--- config.mk ---
export PLATFORM = sky130hd
export DESIGN_NAME = bfsp_ctrl
export DESIGN_NICKNAME = d
export VERILOG_FILES = /design/src/rtl/bfsp_pkg.sv /design/src/rtl/bfsp_ctrl.sv
export SDC_FILE = /design/constraint.sdc
export NUM_CORES = 1
export LEC_CHECK = 0
export ABC_AREA = 1
export BUFFER_PORTS_ARGS = -buffer_cell sky130_fd_sc_hd__buf_2
export CORE_AREA = 2 2 39 41
export DETAILED_ROUTE_END_ITERATION = 10
export DIE_AREA = 0 0 41 43
export PLACE_DENSITY = 0.47
export RECOVER_POWER = 50
export SYNTH_ARGS = -nofsm -noshare
export SYNTH_HDL_FRONTEND = slang
export SYNTH_SLANG_ARGS = --single-unit
--- constraint.sdc ---
create_clock -name clk -period 1.7 [get_ports clk]
set_input_delay 0.17 -clock clk [delete_from_list [all_inputs] [get_ports clk]]
set_output_delay 0.17 -clock clk [all_outputs]
set_load 0.02 [all_outputs]
--- src/rtl/bfsp_pkg.sv ---
// ----------------------------------------------------------------------------
// bfsp_pkg
// Shared constants, request codes and controller/datapath interface types
// for the Bellman-Ford shortest path block.
// ----------------------------------------------------------------------------
package bfsp_pkg;

    localparam int DEF_MAX_NODES   = 64;
    localparam int DEF_MAX_EDGES   = 256;
    localparam int DEF_WEIGHT_BITS = 16;

    localparam int REQ_W    = 2;
    localparam int NODE_W   = 6;
    localparam int COUNT_W  = 7;
    localparam int IN_WGT_W = 16;
    localparam int DIST_W   = 33;
    localparam int SUM_W    = DIST_W + 1;
    localparam int OUT_W    = 32;

    localparam logic [REQ_W-1:0] REQ_LOAD  = 2'd0;
    localparam logic [REQ_W-1:0] REQ_RUN   = 2'd1;
    localparam logic [REQ_W-1:0] REQ_CLEAR = 2'd2;

    typedef struct packed {
        logic capture;
        logic load_fwd;
        logic load_rev;
        logic clear;
        logic run_init;
        logic dist_rd;
        logic relax;
        logic out_rd;
        logic out_emit;
    } bfsp_cmd_t;

    typedef struct packed {
        logic undirected;
        logic src_ok;
        logic tbl_empty;
        logic edge_last;
        logic check_pass;
        logic node_last;
    } bfsp_sts_t;

endpackage

--- src/rtl/bfsp_ctrl.sv ---
// ----------------------------------------------------------------------------
// bfsp_ctrl
// Sequencer: decodes requests and steps the datapath through edge loading,
// relaxation passes and result output.
// ----------------------------------------------------------------------------
module bfsp_ctrl
    import bfsp_pkg::*;
(
    input  logic             clk,
    input  logic             rst_n,
    input  logic             start,
    input  logic [REQ_W-1:0] req_type,
    input  bfsp_sts_t        st,
    output bfsp_cmd_t        cmd,
    output logic             busy
);

    localparam logic [2:0] ST_IDLE  = 3'd0;
    localparam logic [2:0] ST_LOAD2 = 3'd1;
    localparam logic [2:0] ST_PREP  = 3'd2;
    localparam logic [2:0] ST_ERD   = 3'd3;
    localparam logic [2:0] ST_EEX   = 3'd4;
    localparam logic [2:0] ST_ORD   = 3'd5;
    localparam logic [2:0] ST_OEM   = 3'd6;

    logic [2:0] state_reg;
    logic [2:0] state_next;
    logic       accept;

    assign busy   = (state_reg != ST_IDLE);
    assign accept = start && !busy;

    always_comb
    begin
        state_next = state_reg;
        cmd        = '0;
        case (state_reg)
            ST_IDLE:
            begin
                if (accept)
                begin
                    cmd.capture = 1'b1;
                    case (req_type)
                        REQ_LOAD:
                        begin
                            cmd.load_fwd = 1'b1;
                            if (st.undirected)
                            begin
                                state_next = ST_LOAD2;
                            end
                        end
                        REQ_RUN:
                        begin
                            state_next = ST_PREP;
                        end
                        REQ_CLEAR:
                        begin
                            cmd.clear = 1'b1;
                        end
                        default:
                        begin
                            state_next = ST_IDLE;
                        end
                    endcase
                end
            end
            ST_LOAD2:
            begin
                cmd.load_rev = 1'b1;
                state_next   = ST_IDLE;
            end
            ST_PREP:
            begin
                cmd.run_init = 1'b1;
                if (!st.src_ok || st.tbl_empty)
                begin
                    state_next = ST_ORD;
                end
                else
                begin
                    state_next = ST_ERD;
                end
            end
            ST_ERD:
            begin
                cmd.dist_rd = 1'b1;
                state_next  = ST_EEX;
            end
            ST_EEX:
            begin
                cmd.relax = 1'b1;
                if (st.edge_last && st.check_pass)
                begin
                    state_next = ST_ORD;
                end
                else
                begin
                    state_next = ST_ERD;
                end
            end
            ST_ORD:
            begin
                cmd.out_rd = 1'b1;
                state_next = ST_OEM;
            end
            ST_OEM:
            begin
                cmd.out_emit = 1'b1;
                if (st.node_last)
                begin
                    state_next = ST_IDLE;
                end
                else
                begin
                    state_next = ST_ORD;
                end
            end
            default:
            begin
                state_next = ST_IDLE;
            end
        endcase
    end

    always_ff @(posedge clk or negedge rst_n)
    begin
        if (!rst_n)
        begin
            state_reg <= ST_IDLE;
        end
        else
        begin
            state_reg <= state_next;
        end
    end

endmodule

==> impl_metrics.json, run 1 <==
{
  "outcome": "complete, no violations",
  "root_buffer": "clkbuf_4",
  "n_antenna_cell": 0,
  "cts_buffers": 3,
  "dp_cells": 89,
  "rows": 14,
  "worst_pin_slew_ns": 0.249,
  "busiest_layer": "met2",
  "die_y_um": 43,
  "drc": 0,
  "critPathBufInv": 1,
  "antenna_found_initial": 0,
  "ant_nets": 0,
  "area_growth_pct": 51.7,
  "vias": 390,
  "setup_violations": 0,
  "required_ns": 1.53,
  "end_kind": "output pin",
  "drt_wl_total_um": 697,
  "grt_pass1_vias": 321,
  "dr.pass1.iters": 4,
  "grt_pass1_wl_um": 1110,
  "maxSlewViolCount": 0,
  "yosysUniqueCellTypes": 11,
  "worstSetupPathType": "flop to output pin",
  "final.period_utilization_pct": 85.0,
  "drt_iter0_drc": 2,
  "grtUsageMet2_pct": 15.0,
  "path_cells": "nor2_2, nand2_1, nor3_1, buf_2",
  "yosysWarningCount": 0,
  "min_period_ns": 1.44,
  "clkSinkCount": 3,
  "maxSlewHeadroom_pct": 83.5,
  "cts_hold_buf": 1,
  "post_synth.cell_area_avg_sq_um": 5.48,
  "p_leak_nw": 0.286,
  "syn_area_sq_um": 290,
  "met3_usage_pct": 1.57,
  "hold_path.class": "input pin to flop",
  "worst_clock_skew_ns": 0.00274,
  "drive_gt1_share_pct": 32.1,
  "finalSetupTns_ns": 0,
  "worst-endpoint-arrival_ns": 1.27,
  "peakVddDrop_uv": 461,
  "grt_start_max_net_pins": 8,
  "ys_ff_latch": 3,
  "initial_utilization_pct": 21.0,
  "portBuffers": 20,
  "critPathLaunchType": "flop",
  "post_cts_buffers": 0,
  "gp_congestion": 0.724,
  "ioPinCount": 21,
  "dieArea_sq_um": 1760,
  "yosysSeqAreaShare_pct": 25.9,
  "grt_overflow_total": 0,
  "routed_via_density": 4.15,
  "finalHoldViolations": 0,
  "drv_cap": 0,
  "fin_util_pct": 31.8,
  "met1_usage_pct": 10.7,
  "die_width_um": 41,
  "total_power_uw": 636,
  "holdWs_ns": 0.224,
  "path_delay_family": "simple AND/OR/NAND/NOR gates",
  "max_stage_delay_ns": 0.41,
  "final_cells": 94,
  "wire_per_inst_um": 7.41,
  "path_clk_slew_ns": 0.04,
  "final_nets": 90,
  "rsz0062_at_grt": "false",
  "clockBufferDepth": 2,
  "fmax_ghz": 0.692,
  "cts_tree": "done",
  "rrSetupSlack_ns": 0.63,
  "p_per_area_nw_per_um2": 1440,
  "syn_inst": 53,
  "cts_resized": 0,
  "worstPathMaxFanout": 5,
  "htree_levels": 1,
  "clk_latency_ns": 0.23,
  "gr-usage-all-layers_pct": 9.37,
  "post-dp-hpwl_um": 623,
  "core_sq_um": 1380,
  "critPathSlowestCell": "dfrtp_1",
  "largest_reg_flops": 3,
  "synth_nets": 64
}
==> cells in the mapped netlist <==
cell | n | area (sq um)
nor2_2 | 3 | 18.8
nand2_1 | 12 | 45.0
nand3_1 | 7 | 35.0
inv_2 | 1 | 3.75
nand2_2 | 1 | 6.26
nor2_1 | 9 | 33.8
o21ai_0 | 2 | 10.0
inv_1 | 11 | 41.3
dfrtp_1 | 3 | 75.1
or2_2 | 1 | 6.26
nor3_1 | 3 | 15.0
==> routing by layer <==
metal,up-vias,part of all wire [%]
li1,210,-
met1,168,43
met2,10,49
met3,2,5.5
met4,0,2.4
met5,-,0
==> cell type report <==
type	instances	area [sq um]
multi-input cells	38	168
inverters	12	45.0
clock buffers	4	26.3
flip-flops and latches	3	75.1
repair buffers	21	106
well taps	16	20.0
fillers	171	943
==> final timing paths <==
| path | startpoint | to | cells past startpoint |
|---|---|---|---|
| worst max-delay path | state_reg[1]$_DFFE_PN0P_ | cmd[5] | 4 |
| worst min-delay path | st[1] | state_reg[2]$_DFFE_PN0P_ | 3 |
| worst max register to register | state_reg[0]$_DFFE_PN0P_ | state_reg[2]$_DFFE_PN0P_ | 4 |
| worst min register to register | state_reg[0]$_DFFE_PN0P_ | state_reg[2]$_DFFE_PN0P_ | 3 |
| max in group asynchronous | rst_n | state_reg[2]$_DFFE_PN0P_ | 2 |
| min in group asynchronous | rst_n | state_reg[0]$_DFFE_PN0P_ | 2 |
==> layout by cell type, fill, tap and decap left out <==
cell type | netlist | routed
buf_2 | 0 | 17
clkbuf_1 | 0 | 4
clkbuf_4 | 0 | 3
dfrtp_1 | 3 | 3
dlygate4sd3_1 | 0 | 1
inv_1 | 11 | 11
inv_2 | 1 | 1
nand2_1 | 12 | 13
nand3_1 | 7 | 7
nor2_1 | 9 | 9
nor2_2 | 3 | 3
nor3_1 | 3 | 3
o21ai_0 | 2 | 2
or2_2 | 1 | 1
==> worst min-delay path: stages <==
cell and delay, ns:
buf_2 0.09, nand3_1 0.06, nand3_1 0.09
==> report_power, final <==
group          internal [mW]  switching (mW)  leakage [nW]
clock                 0.0879          0.0354        0.0150
combinational          0.124           0.254         0.231
sequential            0.0980          0.0369        0.0400
total                  0.310           0.327         0.286
==> per-stage QoR <==
stage,setup WS [ns],cell area (sq um)
5_1_grt,0.116,440
3_5_place_dp,0.518,410
3_3_place_gp,0.539,410
2_1_floorplan,0.334,290
6_report,0.256,440
4_1_cts,0.263,447
==> logic make-up (layout without fill, tap and decap cells) <==
logic type             Yosys count  after routing  synth area share, %
AOI/OAI and AO/OA                2              2                 3.45
buffers and inverters           12             37                 15.5
DFF                              3              3                 25.9
and+or+nand+nor                 36             36                 55.2
Note: power is estimated with default switching activity, not from simulation.
==> inputs of run 2 (changes only) <==
ABC_AREA = 0   (was 1)
PLACE_DENSITY = 0.51   (was 0.47)
clock period = 1.2 ns   (was 1.7 ns; I/O delays follow)
==> impl_metrics.json, run 2 <==
{
  "outcome": "finished with violations",
  "violations": "setup timing",
  "rows": 14,
  "vias": 380,
  "worst_clock_skew_ns": 0.00133,
  "path_cells": "nor3_4, inv_2, nor3b_4, and2_2, buf_4",
  "p_per_area_nw_per_um2": 2390,
  "synthTopCellsByArea": "dfrtp_1 (24%), nor3b_1 (7.3%), and2_1 (6.1%)",
  "post_synth.cell_area_avg_sq_um": 8.35,
  "yosysSeqAreaShare_pct": 24.3,
  "drt_iter0_drc": 2,
  "post-dp-hpwl_um": 619,
  "ant_nets": 0,
  "htree_levels": 1,
  "dieArea_sq_um": 1760,
  "cts_tree": "done",
  "critPathSlowestCell": "dfrtp_1",
  "hold_path.class": "input pin to flop",
  "routed_via_density": 4.69,
  "clk_latency_ns": 0.23,
  "wl_met2_um": 495,
  "dr.max_layer_used": "met3",
  "max_stage_delay_ns": 0.39,
  "wl_met1_um": 345,
  "peakVddDrop_uv": 672,
  "fmax_ghz": 0.655,
  "drt_wl_total_um": 889,
  "synth_nets": 48,
  "final_nets": 77,
  "yosysTopAreaCellShare_pct": 24.3,
  "total_power_mw": 1.41,
  "worstSetupPathType": "flop to output pin",
  "critPathLaunchType": "flop",
  "drc": 0,
  "antenna_found_initial": 0,
  "placed_area_sq_um": 457,
  "ioPinCount": 21,
  "dr.pass1.iters": 3,
  "portBuffers": 20,
  "ys_ff_latch": 3,
  "syn_inst": 37,
  "mostFrequentLayoutCells": "buf_2 (10), buf_6 (9), buf_4 (6)",
  "min_period_ns": 1.53,
  "end_kind": "output pin",
  "final_cells": 81,
  "yosysUniqueCellTypes": 22,
  "worst_pin_slew_ns": 0.273,
  "grt_overflow_total": 0,
  "finalHoldViolations": 0,
  "drv_cap": 0,
  "maxSlewHeadroom_pct": 81.7,
  "wire_per_inst_um": 11.0,
  "grt_pass1_wl_um": 1400,
  "dp_cells": 73,
  "n_antenna_cell": 0,
  "core_sq_um": 1380,
  "clkSinkCount": 3,
  "worst-endpoint-arrival_ns": 1.41,
  "grt_pass1_vias": 355,
  "die_width_um": 41,
  "synth_flop_cell": "dfrtp_1",
  "yosysTopAreaCell": "dfrtp_1",
  "synth_edf_count": 0,
  "area_growth_pct": 91.1,
  "p_leak_nw": 0.278,
  "initial_utilization_pct": 22.3,
  "clockBufferDepth": 2,
  "setup_ws_ns": -0.326,
  "rsz0062_at_grt": "true",
  "finalInstanceArea_sq_um": 591,
  "async_reset_ff_share_pct": 100,
  "gr-usage-all-layers_pct": 11.8,
  "yosysWarningCount": 0,
  "gp_congestion": 0.677,
  "grt_start_max_net_pins": 13,
  "maxSlewViolCount": 0,
  "met3WireLength_um": 49,
  "cts_buffers": 3,
  "final.period_utilization_pct": 127,
  "root_buffer": "clkbuf_4",
  "syn_area_sq_um": 309,
  "worstPathMaxFanout": 3,
  "required_ns": 1.08,
  "largest_reg_flops": 3,
  "path_clk_slew_ns": 0.04,
  "layout_commonest_cell": "buf_2",
  "setup_violations": 11,
  "die_y_um": 43,
  "drive_gt1_share_pct": 58.5,
  "synth_commonest_cells": "and2_1 (3), dfrtp_1 (3), nor2b_1 (3), nor3b_1 (3), o21ai_0 (3)"
}
## run 2: kinds of logic after synthesis
group	share of synthesized area, %
AND/OR/NAND/NOR	46.2
AO/OA/AOI/OAI	21.1
buffers and inverters	5.67
flip-flops	24.3
XOR/XNOR	2.83
## run 2: worst paths after layout
check / from / endpoint / slack [ns] / depth (start not counted)
setup / recovery: state_reg[1]$_DFFE_PN0P_ / cmd[5] / -0.33 / 5
hold / removal: st[0] / state_reg[0]$_DFFE_PN0P_ / 0.12 / 2
setup reg to reg: state_reg[1]$_DFFE_PN0P_ / state_reg[0]$_DFFE_PN0P_ / -0.14 / 5
hold reg to reg: state_reg[0]$_DFFE_PN0P_ / state_reg[0]$_DFFE_PN0P_ / 0.66 / 2
max in group asynchronous: rst_n / state_reg[0]$_DFFE_PN0P_ / 0.83 / 2
min in group asynchronous: rst_n / state_reg[1]$_DFFE_PN0P_ / 0.22 / 2
## run 2: where the power goes
group | switching (mW) | total [mW] | internal (mW) | leakage (nW)
logic | 0.501 | 1.05 | 0.550 | 0.224
clock network | 0.0541 | 0.179 | 0.125 | 0.0150
registers | 0.0403 | 0.182 | 0.141 | 0.0398
total | 0.595 | 1.41 | 0.816 | 0.278
## run 2: routing by layer
metal  GRT usage [%]  up-vias
met4            6.00        0
met5               0        -
li1                -      190
met2            19.7        9
met1            13.8      181
met3            1.57        0
## run 2: repair_timing
action / in CTS / in global routing
resized for setup: 16 / 8
setup buffers: 3 / 3
pin swaps: 2 / 3
hold buffers: 1 / 0
hold endpoints to repair: 3 / 0
setup endpoints to repair: 11 / 12
## run 2: metrics by stage
stage,setup TNS [ns],setup slack [ns],hold slack [ns],utilization [%]
6_report,-1.66,-0.326,0.121,42.7
5_1_grt,-2.25,-0.382,0.121,42.7
4_1_cts,-2.06,-0.341,0.124,41.0
3_5_place_dp,-0.452,-0.178,-0.0816,33.0
3_3_place_gp,-0.320,-0.120,-0.0828,33.0
2_1_floorplan,-0.334,-0.140,-0.176,-
## run 2: layout make-up
| type | count | area, sq um |
|---|---|---|
| flip-flops and latches | 3 | 75.1 |
| fillers | 144 | 793 |
| well taps | 16 | 20.0 |
| repair buffers | 27 | 210 |
| multi-input cells | 30 | 255 |
| inverters | 1 | 3.75 |
| clock buffers | 4 | 26.3 |
## run 2: critical path: cells and delay by family, from the launching register on
| kind | cells | cell delay, ns |
|---|---|---|
| DFF | 1 | 0.39 |
| buffers and inverters | 2 | 0.20 |
| and+or+nand+nor | 3 | 0.58 |
==> inputs of run 3 (changes only) <==
ABC_AREA = 1   (was 0)
PLACE_DENSITY = 0.49   (was 0.51)
==> impl_metrics.json, run 3 (synthesis gave the netlist of run 1 again) <==
{
  "cts_buffers": 3,
  "final_nets": 96,
  "vias": 429,
  "die_y_um": 43,
  "antenna_found_initial": 0,
  "min_period_ns": 1.31,
  "hold_path.startpoint": "st[1]",
  "fmax_ghz": 0.765,
  "drc": 0,
  "final_cells": 100,
  "finalInstanceArea_sq_um": 566,
  "peakVddDrop_uv": 991,
  "switching_share_pct": 46.5,
  "r2r-start": "state_reg[1]$_DFFE_PN0P_",
  "dp_cells": 89,
  "n_antenna_cell": 0,
  "outcome": "finished with violations",
  "worstSetupPathType": "flop to output pin",
  "holdWs_ns": 0.181,
  "grt_start_max_net_pins": 8,
  "core_sq_um": 1380,
  "p_int_uw": 669,
  "worst-endpoint-arrival_ns": 1.19,
  "path_clk_slew_ns": 0.04,
  "wire_per_inst_um": 8.97,
  "drt_iter0_drc": 5,
  "rsz0062_at_grt": "true",
  "gr-usage-all-layers_pct": 11.8,
  "p_per_area_nw_per_um2": 2210,
  "drive_gt1_share_pct": 50.0,
  "required_ns": 1.08,
  "drt_wl_total_um": 897,
  "maxSlewViolCount": 0,
  "worst_pin_slew_ns": 0.182,
  "clkSinkCount": 3,
  "hold_path.class": "input pin to flop",
  "drv_cap": 0,
  "violations": "setup timing",
  "critPathLaunchType": "flop",
  "ff2ff_path_depth": 5,
  "worst_clock_skew_ns": 0.00179,
  "post-dp-hpwl_um": 646,
  "root_buffer": "clkbuf_4",
  "total_power_mw": 1.25,
  "area_growth_pct": 94.8,
  "cts_tree": "done",
  "end_kind": "output pin",
  "power_frac_clock_pct": 13.9,
  "finalSetupTns_ns": -0.512,
  "rrSetupSlack_ns": 0.02,
  "final.period_utilization_pct": 109,
  "gp_congestion": 0.640,
  "holdPathEnd": "state_reg[2]$_DFFE_PN0P_",
  "portBuffers": 20,
  "dr.pass1.iters": 3,
  "setup_ws_ns": -0.108,
  "ioPinCount": 21,
  "mostFrequentLayoutCells": "buf_4 (13), nand2_1 (12), inv_1 (10)",
  "worstPathMaxFanout": 5,
  "largest_reg_flops": 3,
  "placed_area_sq_um": 415,
  "dieArea_sq_um": 1760,
  "finalHoldViolations": 0,
  "comb_power_share_pct": 69.1,
  "maxSlewHeadroom_pct": 87.8,
  "htree_levels": 1,
  "grt_overflow_total": 0,
  "rows": 14,
  "routed_via_density": 4.29,
  "grt_pass1_vias": 397,
  "seqPwrFrac_pct": 17.0,
  "clockBufferDepth": 2,
  "layout_commonest_cell": "buf_4",
  "min_path_cells": 3,
  "grt_pass1_wl_um": 1390,
  "clk_latency_ns": 0.23,
  "ant_nets": 0,
  "p_leak_nw": 0.327,
  "switchingPower_uw": 582,
  "setup_violations": 8,
  "die_width_um": 41,
  "timing.rr.end": "state_reg[2]$_DFFE_PN0P_",
  "initial_utilization_pct": 21.0
}
-- run 3: changes by cell type in the layout (fill, tap and decap cells not counted), moves of 3 or more --
cell	before	now
inv_1	0	10
nand2_1	2	12
buf_4	6	13
nand3_1	0	7
buf_6	9	3
nor2_1	2	7
dfrtp_1	3	0
dfrtp_2	0	3
nor2_4	0	3
-- run 3: timing repair --
action                                 4_1_cts  5_1_grt
hold buffers                                 1        0
setup buffers                                3        3
pin swaps                                    2        3
gates resized for setup                     11       13
endpoints found under the hold margin        3        0
setup endpoints to repair                    9       11
-- run 3: how the worst max path moves through the flow --
stage | end | cells after the start | start
6_report | cmd[7] | 4 | state_reg[1]$_DFFE_PN0P_
4_1_cts | cmd[5] | 4 | state_reg[0]$_DFFE_PN0P_
5_1_grt | cmd[7] | 4 | state_reg[1]$_DFFE_PN0P_
3_5_place_dp | cmd[5] | 4 | state_reg[1]$_DFFE_PN0P_
3_3_place_gp | cmd[5] | 4 | state_reg[1]$_DFFE_PN0P_
2_1_floorplan | cmd[8] | 3 | state_reg[1]$_DFFE_PN0P_
-- run 3: layout make-up --
class,instances,area (sq um)
tap,16,20.0
clock buffer,4,26.3
fill,158,818
timing repair buffer,27,190
multi-input combinational,38,205
sequential,3,78.8
inverter,12,45.0
-- run 3: critical path, stage by stage (launching register included) --
cell and delay, ns:
dfrtp_2 0.44, nor2_4 0.17, nand3_1 0.11, nor2_1 0.10
buf_4 0.15
-- run 3: through the flow --
stage	setup slack, ns	util [%]
floorplan	0.0467	-
global placement	0.118	30.0
detailed placement	0.0838	30.0
CTS	-0.0938	36.3
global route	-0.205	40.9
finish	-0.108	40.9
-- run 3: metal layers --
| metal | vias to the layer above | wire [um] | global-route usage [%] |
|---|---|---|---|
| met4 | 0 | 0 | 6.00 |
| met1 | 192 | 376 | 13.9 |
| met2 | 13 | 465 | 18.4 |
| met3 | 0 | 56 | 3.14 |
| li1 | 224 | - | - |
| met5 | - | 0 | 0 |
-- run 3: power groups by stage --
stage / clock network, mW / logic [mW] / registers [mW]
after global placement: 0 / 0.560 / 0.192
final: 0.173 / 0.864 / 0.212
after floorplan: 0 / 0.406 / 0.183
after global routing: 0.194 / 0.944 / 0.221
after detailed placement: 0 / 0.561 / 0.193
after CTS: 0.183 / 0.684 / 0.205
